## config.mk

```make
export PLATFORM = sky130hd
export DESIGN_NAME = lru_key_value_cache_core
export DESIGN_NICKNAME = d
export VERILOG_FILES = /design/src/hw/rtl/lkv_cache_pkg.sv /design/src/hw/rtl/lkv_pick_first.sv /design/src/hw/rtl/lkv_entry_array.sv /design/src/hw/rtl/lru_key_value_cache_core.sv
export SDC_FILE = /design/constraint.sdc
export NUM_CORES = 2
export LEC_CHECK = 0
export BUFFER_PORTS_ARGS = -buffer_cell sky130_fd_sc_hd__buf_4
export CAP_MARGIN = 20
export CORE_UTILIZATION = 60
export DETAILED_ROUTE_END_ITERATION = 7
export PLACE_DENSITY = 0.79
export SYNTH_ARGS = -nofsm -noshare
export SYNTH_HDL_FRONTEND = slang
export SYNTH_HIERARCHICAL = 1
export SYNTH_SLANG_ARGS = --single-unit
```

## constraint.sdc

```tcl
create_clock -name clk -period 10.6 [get_ports clk]
set_input_delay 1.59 -clock clk [delete_from_list [all_inputs] [get_ports clk]]
set_output_delay 1.59 -clock clk [all_outputs]
set_load 0.005 [all_outputs]
```

## src/hw/rtl/lkv_cache_pkg.sv

```systemverilog
// ----------------------------------------------------------------------------
// lkv_cache_pkg
// Shared types and constants for the LRU key/value cache.
// ----------------------------------------------------------------------------
`default_nettype none

package lkv_cache_pkg;

    localparam int DATA_W = 32;
    localparam int CAP_W  = 5;

    localparam logic [CAP_W-1:0] CAP_RESET = CAP_W'(16);

    // request kinds
    localparam logic REQ_GET = 1'b0;
    localparam logic REQ_SET = 1'b1;

    localparam logic signed [DATA_W-1:0] MISS_VALUE = -DATA_W'(1);
    localparam logic signed [DATA_W-1:0] SET_VALUE  = '0;

    typedef struct packed {
        logic                     req_type;
        logic signed [DATA_W-1:0] lookup_key;
        logic signed [DATA_W-1:0] write_value;
    } req_t;

    typedef struct packed {
        logic                     hit;
        logic signed [DATA_W-1:0] read_value;
    } rsp_t;

endpackage

`default_nettype wire

```

## src/hw/rtl/lkv_pick_first.sv

```systemverilog
// ----------------------------------------------------------------------------
// lkv_pick_first
// Priority encoder: index of the lowest set bit of a vector.
// ----------------------------------------------------------------------------
`default_nettype none

module lkv_pick_first #(
    parameter int N = 16
) (
    input  wire logic [N-1:0]         vec,
    output logic                      found,
    output logic [$clog2(N)-1:0]      idx
);

    localparam int IDX_W = $clog2(N);

    always_comb
    begin
        found = |vec;
        idx   = '0;
        // scan downward so the lowest set bit wins
        for (int i = N - 1; i >= 0; i--)
        begin
            if (vec[i])
            begin
                idx = IDX_W'(i);
            end
        end
    end

endmodule

`default_nettype wire

```

## src/hw/rtl/lkv_entry_array.sv

```systemverilog
// ----------------------------------------------------------------------------
// lkv_entry_array
// Entry storage, parallel key match, recency ranks and replacement choice.
// ----------------------------------------------------------------------------
`default_nettype none

module lkv_entry_array
    import lkv_cache_pkg::*;
#(
    parameter int ENTRIES = 16
) (
    input  wire logic                              clk,
    input  wire logic                              rst_n,
    input  wire logic                              step,
    input  wire logic                              req_type,
    input  wire logic signed [DATA_W-1:0]          key,
    input  wire logic signed [DATA_W-1:0]          value,
    input  wire logic [$clog2(ENTRIES+1)-1:0]      eff_cap,
    output logic                                   hit,
    output logic signed [DATA_W-1:0]               read_value
);

    localparam int IDX_W = $clog2(ENTRIES);
    localparam int CNT_W = $clog2(ENTRIES + 1);

    logic signed [DATA_W-1:0] keys_reg   [ENTRIES];
    logic signed [DATA_W-1:0] keys_next  [ENTRIES];
    logic signed [DATA_W-1:0] values_reg [ENTRIES];
    logic signed [DATA_W-1:0] values_next[ENTRIES];
    logic [IDX_W-1:0]         rank_reg   [ENTRIES];
    logic [IDX_W-1:0]         rank_next  [ENTRIES];
    logic [ENTRIES-1:0]       valid_reg;
    logic [ENTRIES-1:0]       valid_next;
    logic [CNT_W-1:0]         used_reg;
    logic [CNT_W-1:0]         used_next;

    logic [ENTRIES-1:0] match_vec;
    logic [ENTRIES-1:0] victim_vec;
    logic [IDX_W-1:0]   hit_idx;
    logic [IDX_W-1:0]   free_idx;
    logic [IDX_W-1:0]   victim_idx;
    logic               free_found;
    logic               victim_found;
    logic [CNT_W-1:0]   last_rank;
    logic               is_set;
    logic               has_room;
    logic               fill;
    logic               upd;
    logic [IDX_W-1:0]   slot;
    logic [IDX_W-1:0]   limit;

    always_comb
    begin
        last_rank = used_reg - CNT_W'(1);
        for (int i = 0; i < ENTRIES; i++)
        begin
            match_vec[i]  = valid_reg[i] && (keys_reg[i] == key);
            // valid ranks are distinct, so the least recent one holds used-1
            victim_vec[i] = valid_reg[i] && (CNT_W'(rank_reg[i]) == last_rank);
        end
    end

    lkv_pick_first #(.N(ENTRIES)) u_pick_hit (
        .vec   (match_vec),
        .found (hit),
        .idx   (hit_idx)
    );

    lkv_pick_first #(.N(ENTRIES)) u_pick_free (
        .vec   (~valid_reg),
        .found (free_found),
        .idx   (free_idx)
    );

    lkv_pick_first #(.N(ENTRIES)) u_pick_victim (
        .vec   (victim_vec),
        .found (victim_found),
        .idx   (victim_idx)
    );

    always_comb
    begin
        is_set   = (req_type == REQ_SET);
        has_room = (used_reg < eff_cap) && free_found;
        fill     = is_set && !hit && has_room;
        upd      = step && (hit || fill || (is_set && victim_found));

        if (hit)
        begin
            slot  = hit_idx;
            limit = rank_reg[hit_idx];
        end
        else if (has_room)
        begin
            slot  = free_idx;
            limit = '0;
        end
        else
        begin
            slot  = victim_idx;
            limit = IDX_W'(last_rank);
        end

        if (is_set)
        begin
            read_value = SET_VALUE;
        end
        else if (hit)
        begin
            read_value = values_reg[hit_idx];
        end
        else
        begin
            read_value = MISS_VALUE;
        end
    end

    always_comb
    begin
        valid_next = valid_reg;
        used_next  = used_reg;
        for (int i = 0; i < ENTRIES; i++)
        begin
            keys_next[i]   = keys_reg[i];
            values_next[i] = values_reg[i];
            rank_next[i]   = rank_reg[i];
            if (upd)
            begin
                if (IDX_W'(i) == slot)
                begin
                    rank_next[i] = '0;
                    if (is_set)
                    begin
                        values_next[i] = value;
                    end
                    if (is_set && !hit)
                    begin
                        keys_next[i] = key;
                    end
                end
                else if (valid_reg[i] && (fill || (rank_reg[i] < limit)))
                begin
                    rank_next[i] = rank_reg[i] + IDX_W'(1);
                end
            end
        end
        if (upd && fill)
        begin
            valid_next[slot] = 1'b1;
            used_next        = used_reg + CNT_W'(1);
        end
    end

    always_ff @(posedge clk or negedge rst_n)
    begin
        if (!rst_n)
        begin
            valid_reg <= '0;
            used_reg  <= '0;
            for (int i = 0; i < ENTRIES; i++)
            begin
                rank_reg[i] <= '0;
            end
        end
        else
        begin
            valid_reg <= valid_next;
            used_reg  <= used_next;
            rank_reg  <= rank_next;
        end
    end

    always_ff @(posedge clk)
    begin
        keys_reg   <= keys_next;
        values_reg <= values_next;
    end

endmodule

`default_nettype wire

```

## src/hw/rtl/lru_key_value_cache_core.sv

```systemverilog
// ----------------------------------------------------------------------------
// lru_key_value_cache_core
// Fully associative key/value cache with least-recently-used replacement.
// ----------------------------------------------------------------------------
// A request (get or set) is captured in an input register, resolved against
// all ENTRIES entries combinationally (parallel key compare, recency rank
// update, fill or eviction choice) and its response lands in a result
// register. The block takes one transaction per clock while the result
// port is not stalled; a stall there holds the request in the input
// register until the result register is free again. Valid bits and ranks
// clear at reset, so no clearing pass is needed and requests are taken
// right after reset.
// The capacity register (0 acts as 1, values above ENTRIES act as ENTRIES)
// should be written only while no transaction is in flight.
`default_nettype none

module lru_key_value_cache_core
    import lkv_cache_pkg::*;
#(
    parameter int ENTRIES = 16
) (
    input  wire logic              clk,
    input  wire logic              rst_n,
    input  wire logic              req_valid,
    output logic                   req_stall,
    input  wire req_t              req,
    output logic                   rsp_valid,
    input  wire logic              rsp_stall,
    output rsp_t                   rsp,
    input  wire logic              cfg_we,
    input  wire logic [CAP_W-1:0]  cfg_data
);

    localparam int CNT_W = $clog2(ENTRIES + 1);
    localparam int CMP_W = (CNT_W > CAP_W) ? CNT_W : CAP_W;

    logic [CAP_W-1:0] cap_reg;
    logic [CAP_W-1:0] cap_next;
    req_t             req_reg;
    req_t             req_next;
    logic             req_valid_reg;
    logic             req_valid_next;
    rsp_t             rsp_reg;
    rsp_t             rsp_next;
    logic             rsp_valid_reg;
    logic             rsp_valid_next;

    logic             advance;
    logic             accept;
    logic [CMP_W-1:0] cap_ext;
    logic [CNT_W-1:0] eff_cap;
    logic             hit;
    logic signed [DATA_W-1:0] read_value;

    always_comb
    begin
        cap_ext = CMP_W'(cap_reg);
        if (cap_reg == '0)
        begin
            eff_cap = CNT_W'(1);
        end
        else if (cap_ext > CMP_W'(ENTRIES))
        begin
            eff_cap = CNT_W'(ENTRIES);
        end
        else
        begin
            eff_cap = CNT_W'(cap_ext);
        end
    end

    // held transaction moves on when the result register is free or drains
    assign advance   = req_valid_reg && !(rsp_valid_reg && rsp_stall);
    assign req_stall = req_valid_reg && rsp_valid_reg && rsp_stall;
    assign accept    = req_valid && !req_stall;

    lkv_entry_array #(.ENTRIES(ENTRIES)) u_entries (
        .clk        (clk),
        .rst_n      (rst_n),
        .step       (advance),
        .req_type   (req_reg.req_type),
        .key        (req_reg.lookup_key),
        .value      (req_reg.write_value),
        .eff_cap    (eff_cap),
        .hit        (hit),
        .read_value (read_value)
    );

    always_comb
    begin
        cap_next       = cfg_we ? cfg_data : cap_reg;
        req_next       = accept ? req : req_reg;
        req_valid_next = accept || (req_valid_reg && !advance);
        rsp_valid_next = advance || (rsp_valid_reg && rsp_stall);
        rsp_next       = rsp_reg;
        if (advance)
        begin
            rsp_next.hit        = hit;
            rsp_next.read_value = read_value;
        end
    end

    always_ff @(posedge clk or negedge rst_n)
    begin
        if (!rst_n)
        begin
            cap_reg       <= CAP_RESET;
            req_valid_reg <= 1'b0;
            rsp_valid_reg <= 1'b0;
        end
        else
        begin
            cap_reg       <= cap_next;
            req_valid_reg <= req_valid_next;
            rsp_valid_reg <= rsp_valid_next;
        end
    end

    always_ff @(posedge clk)
    begin
        req_reg <= req_next;
        rsp_reg <= rsp_next;
    end

    assign rsp_valid = rsp_valid_reg;
    assign rsp       = rsp_reg;

endmodule

`default_nettype wire

```

======== Word-level counts from Yosys, hierarchy flattened ========
Cells that the tools add are included.
word-level totals
  register bits ........................... 1214
  word-level logic and storage cells ...... 396
cells by class
  bitwise operators ....................... 3
  mux-type cells .......................... 95
  reductions and logical operators ........ 154
  eq/ne operators ......................... 47
  magnitude comparators ................... 21
  add/sub/neg operators ................... 18
operators with widths
  operator                                                        count
  32-bit == test                                                  16
  4-bit 2-to-1 mux                                                86
  32-bit binary-select mux with 4-bit select                      1
  32-bit 2-to-1 mux                                               3
  3-bit AND reduction                                             32
  4-bit by 5-bit == test with 1-bit output                        16
  4-bit by 1-bit adder with 4-bit output, second input constant   16
  4-bit < comparator                                              16
  1-bit logical AND                                               61
  16-bit OR reduction                                             3
  4-bit == test, first input constant                             8
  2-bit AND reduction                                             16
  2-bit nonzero test                                              16
  1-bit logical OR                                                20
  4-bit binary-select mux with 4-bit select                       1
  3-bit by 4-bit == test with 1-bit output, first input constant  4
  16-bit inverter                                                 1
  16-bit bitwise OR                                               1
  5-bit 2-to-1 mux                                                2
  2-bit by 4-bit == test with 1-bit output, first input constant  2
  5-bit by 1-bit adder with 5-bit output, second input constant   1
  5-bit greater-or-equal comparator, second input constant        1
  5-bit > comparator, second input constant                       1
  5-bit logical NOT                                               1
  other kinds (10)                                                13

======== Logic depth before layout (Yosys ltp) ========
  word-level depth ........................ 28
  gate-level depth with buffers ........... 26
  gate-level depth less buffers ........... 20

======== Modules after synthesis ========
The synthesis kept the hierarchy.
modules (own cells, without submodules)
  module                    cells an instance  area an instance (um^2)  instances  seq. area each (um^2)
  lkv_entry_array           2950               48013.5                  1          32876.5
  lru_key_value_cache_core  124                3246.9                   1          3119.2
  lkv_pick_first            34                 176.4                    3          0.0

======== Least setup slack after synthesis ========
OpenSTA, ideal clock, no wires.
  path kind ............................... reg-to-reg
  start ................................... register req_reg[42] (netlist bit)
  end ..................................... register u_entries/rank_reg[11] (netlist bit)
  stages on the path, launching flop included .. 26
  clock period less this slack ............ 7.764 ns
  arrival ................................. 7.695 ns
  setup slack ............................. 2.836 ns
  required time ........................... 10.531 ns
  cells stage by stage .................... edfxtp_1 clkbuf_1 clkbuf_1 xnor2_1 nand4_1 nor4_1 nand4_1 nor4_1 a21oi_1 o311a_1 o22ai_1 buf_2 buf_2 buf_2 buf_1 mux4_2 mux4_2 o21ai_0 ha_1 nand2_1 a2111oi_0 o21ai_0 o311a_1 nand4_1 or4_1 nand3_1
between the ends
  elaborated cells between the ends (all ways) .. 68
  classes of those cells .................. 1 x order compare; 17 x eq/ne; 22 x mux; 1 x bitwise; 27 x reduce/logical
RTL lines
  what                                                    RTL line                         RTL
  from (decl)                                             lru_key_value_cache_core.sv:39   req_t req_reg;
  from (signal assigned)                                  lru_key_value_cache_core.sv:121  req_reg <= req_next;
  32-bit == test *                                        lkv_entry_array.sv:57            match_vec[i] = valid_reg[i] && (keys_reg[i] == key);
  1-bit logical AND *                                     lkv_entry_array.sv:57
  via u_entries.match_vec[13]                             lkv_entry_array.sv:37            logic [ENTRIES-1:0] match_vec;
  4-bit 2-to-1 mux * (14 in a row)                        lkv_pick_first.sv:24             if (vec[i])
  via u_entries.hit_idx[0]                                lkv_entry_array.sv:39            logic [IDX_W-1:0] hit_idx;
  4-bit inverter with 5-bit output (not written as such)  lkv_entry_array.sv:91            limit = rank_reg[hit_idx];
  4-bit binary-select mux with 4-bit select               lkv_entry_array.sv:91
  4-bit 2-to-1 mux (not written as such) (2 in a row)     lkv_entry_array.sv:91
  4-bit 2-to-1 mux                                        lkv_entry_array.sv:88            if (hit)
  4-bit < comparator                                      lkv_entry_array.sv:141           else if (valid_reg[i] && (fill || (rank_reg[i] < limit)))
  1-bit logical OR                                        lkv_entry_array.sv:141
  1-bit logical AND                                       lkv_entry_array.sv:141
  2-bit nonzero test (no source line)                     n/a
  2-bit AND reduction (no source line)                    n/a
  to (signal assigned)                                    lkv_entry_array.sv:169           rank_reg <= rank_next;
  to (decl)                                               lkv_entry_array.sv:30            logic [IDX_W-1:0] rank_reg [ENTRIES];
Mark *: on every way through the listed nets, which the timed path passes. The rest lies on a longest branch. The select of a mux whose other input is x is not followed.
A chain may end at the register's enable or synchronous reset.

======== Worst setup path in the final report ========
  start ................................... register req_reg[61] (netlist bit)
  end ..................................... register u_entries/rank_reg[23] (netlist bit)
between the ends
  longest elaborated chain between the ends .. 28
  elaborated cells between the ends (all ways) .. 68
  classes of those cells .................. 1 x order compare; 17 x eq/ne; 22 x mux; 1 x bitwise; 27 x reduce/logical
ends and longest elaborated chain
  what                                                    RTL line
  32-bit == test *                                        lkv_entry_array.sv:57
  1-bit logical AND *                                     lkv_entry_array.sv:57
  via u_entries.match_vec[15]                             lkv_entry_array.sv:37
  4-bit 2-to-1 mux * (16 in a row)                        lkv_pick_first.sv:24
  via u_entries.hit_idx[0]                                lkv_entry_array.sv:39
  4-bit inverter with 5-bit output (not written as such)  lkv_entry_array.sv:91
  4-bit binary-select mux with 4-bit select               lkv_entry_array.sv:91
  4-bit 2-to-1 mux (not written as such) (2 in a row)     lkv_entry_array.sv:91
  4-bit 2-to-1 mux                                        lkv_entry_array.sv:88
  4-bit < comparator                                      lkv_entry_array.sv:141
  1-bit logical OR                                        lkv_entry_array.sv:141
  1-bit logical AND                                       lkv_entry_array.sv:141
  2-bit nonzero test (no source line)                     n/a
  2-bit AND reduction (no source line)                    n/a
Marks and branches as above.

==> impl_results.md <==
* Clock share of power at 42.0%
* Distinct cell type count after synthesis at 71
* Total half-perimeter wirelength after legalization and detailed placement at 79.59 mm
* Clk Latency, worst-skew pair at 720 ps
* EDFF count, synth at 1,122
* Clk slew on worst S/H paths at 60 ps
* Post-route ant nets at 0
* Ys async rst share at 7.578%
* Root Buffer: clkbuf_16
* DIE WIDTH at 295.8 um
* Share of power burned in combinational logic at 3.5%
* Total power at 9.790 mW
* Setup TNS at 0 ps
* Type of the worst setup path: flop to flop
* Mapped cell area at 0.05179 mm^2
* Number of top-level design ports at 110
* Die Area at 0.08749 mm^2
* Final Slew Violations at 0
* Number of synthesized register bits at 1,214
* Number of instances in the synthesized netlist at 3,176
* Count of standard-cell rows at 107
* DRC violations left at 0
* Antenna violations before repair at 2
* Worst hold path type: flop to flop
* Total global-route track usage at 33.17%
* Number of antenna repair diodes at 0
* Detailed Routing Iterations Pass 1 at 6
* Peak fanout along the critical path at 41
* TritonCTS sink count at 1,214
* Layout cell share with drive strength beyond 1 at 18.15%
* Overall overflow remaining after global route at 0
* Power per standard cell area at 168.0 mW/mm^2
* Standard cell with the maximum stage delay on the critical path: nor4_1
* Initial Utilization at 60.73%
* Average size of a mapped cell at 16.31 um^2
* Final Wtd Congestion at 0.9629
* Post-route non-filler standard cell count at 4,588
* Register share of total power at 54.5%
* CP Data Required Time at 11,230 ps
* Setup violators final at 0
* Max incr delay on CP at 1090 ps
* Outcome: complete, no violations
* Worst setup skew after layout at 56.08 ps
* Leakage power total at 18.48 nW
* Total non-filler cell area in the finished layout at 0.05828 mm^2
* Syn Nets at 3,289
* CORE AREA at 0.08528 mm^2
* Layout-stage area growth over the synthesis result at 12.53%
* Cell area after placement at 0.05450 mm^2
* Leading register cell type out of synthesis: edfxtp_1
* Maximum number of pins on one net before global-route repair at 75
* Clock tree from TritonCTS: yes
* Post-route clock period utilization at 77.79%
* Number of setup buffers added after CTS at 0
* Most Frequent Cell on Critical Path: nand4_1
* Most frequent cells in the layout: edfxtp_1 (1,122), xnor2_1 (475), buf_4 (221)
* Cell internal power dissipation at 7.681 mW
* Worst-case vdd ir drop at 0.1599 mV
* Fraction of power spent switching nets at 21.54%
* Yosys warning count at 6
* MaxCap Viol Count at 0
* WL final at 142.6 mm
* Post-detailed-route via-to-cell ratio at 6.730
* First-pass GRT wire length at 208.6 mm
* Worst endpoint data arrival time at 8870 ps
* Starting DRT DRC Count at 4,144
* Hold Fails Final Rpt at 0
* DR vias at 30,875
* DIE HEIGHT at 295.8 um
* Max clock buf depth at 3
* Via count of the first global-routing pass at 31,416
* PortBufs at 109
* Worst slew slack as a fraction of its limit at 16.79%
* H-tree level count at 3
* Leading cell type in the layout, fill and taps excluded: edfxtp_1
* Resize count post-CTS at 0
* CTS Hold Buffers Added at 0
* Measured slew at the worst slew-check pin at 1237 ps
* Number of cells after detailed placement at 4,377
* Period minus WS final at 8246 ps
* Part of the Yosys area used for sequential elements at 69.50%
* Average wire per standard cell at 31.08 um
* Crit-path cells: buf_4, xnor2_1, nand4_1, nor4_1, nand4_1, nor4_1, a21oi_1, o311a_1, o22ai_4, buf_4, mux2i_1, a32oi_1, nand3_1, o211a_1, a211oi_1, o311a_1, nand4_1, or4_1, nand3_1
* CTS buffer count at 113
* Total net switching power at 2.109 mW
* Worst Setup End Kind: flop
* Setup repair after global routing missed its margin: false
* Sort of element at the start of the critical path: flop
* Post-layout net count at 3,463
* Highest clock frequency the design can meet at 121.3 MHz
## through the flow
| stage | utilization [%] | worst slack [ps] | hold slack (ps) |
|---|---|---|---|
| after floorplan | - | 2836 | 443.6 |
| after global placement | 63.86 | 2910 | 461.1 |
| after detailed placement | 63.91 | 2828 | 484.8 |
| after CTS | 68.30 | 2590 | 498.8 |
| after global routing | 68.34 | 2130 | 515.0 |
| final | 68.34 | 2354 | 496.6 |
## worst max-delay path: cells and delay by family, from the launching register on
family,cells,cell delay [ps]
and+or+nand+nor,8,2890
AOI/OAI and AO/OA,7,2720
buffers and inverters,2,1190
DFF,1,810
muxes,1,300
xor gates and xnor gates,1,180
## per-layer routing
layer | wire, um | share of wire, % | vias to the layer above | track usage (%)
met5 | 12 | 0.0084 | - | 0
met4 | 6258 | 4.4 | 2 | 14.90
met3 | 16510 | 12 | 401 | 7.187
met2 | 68860 | 48 | 2307 | 52.58
met1 | 50960 | 36 | 15654 | 44.48
li1 | - | - | 12511 | -
## synthesized netlist by cell type (all sizes together) (11+ instances only)
cell type	number	area share, %
edfxtp	1122	65
nand4	150	1.8
nand2	114	0.83
o311a	15	0.29
a211oi	21	0.34
mux4	169	7.3
dfrtp	91	4.4
xnor2	476	8.0
nor3	23	0.22
clkbuf	132	0.96
a2111oi	13	0.26
o211ai	29	0.44
xor2	121	2.0
inv	56	0.41
nor4	58	0.74
nor2	135	0.99
ha	38	0.92
o21ai	109	1.1
a21oi	32	0.31
nand3	72	0.70
buf	35	0.32
and2	12	0.14
or4	11	0.16
mux2i	20	0.39
a31oi	12	0.14
nor2b	17	0.21
## cell type report
class                           count  area (um^2)
Inverter                           56        210.2
Tap cell                         1144         1431
Sequential cell                  1214        36000
Timing Repair Buffer              226         1732
Fill cell                        5222        27000
Multi-Input combinational cell   1739        15170
Clock buffer                      138         2942
Clock inverter                     71        798.3
## power groups by stage
| stage | registers (mW) | clock network (mW) | logic [mW] |
|---|---|---|---|
| global placement | 5.43 | 0 | 0.314 |
| global route | 5.34 | 4.31 | 0.354 |
| detailed placement | 5.43 | 0 | 0.327 |
| CTS | 5.33 | 4.14 | 0.336 |
| finish | 5.33 | 4.12 | 0.340 |
| floorplan | 5.42 | 0 | 0.165 |
## final timing paths
path / start / end / cells after the start / slack [ps]
hold / removal: req_valid_reg$_DFF_PN0_ / rsp_valid$_DFF_PN0_ / 1 / 500
min in group asynchronous: rst_n / u_entries/rank_reg[51]$_DFFE_PN0P_ / 1 / 860
setup reg to reg: req_reg[61]$_DFFE_PP_ / u_entries/rank_reg[23]$_DFFE_PN0P_ / 19 / 2350
setup / recovery: req_reg[61]$_DFFE_PP_ / u_entries/rank_reg[23]$_DFFE_PN0P_ / 19 / 2350
hold reg to reg: req_valid_reg$_DFF_PN0_ / rsp_valid$_DFF_PN0_ / 1 / 500
max in group asynchronous: rst_n / u_entries/valid_reg[9]$_DFFE_PN0P_ / 2 / 8570
## cell families after synthesis
family	count (synthesis)	synth area share, %
buffers and inverters	223	1.684
DFF	1214	69.50
xor gates and xnor gates	597	10.10
AOI/OAI and AO/OA	281	3.643
adders and majority gates	39	0.9374
and+or+nand+nor	624	6.204
muxes	198	7.931
Power figures use the tool's default switching activity.
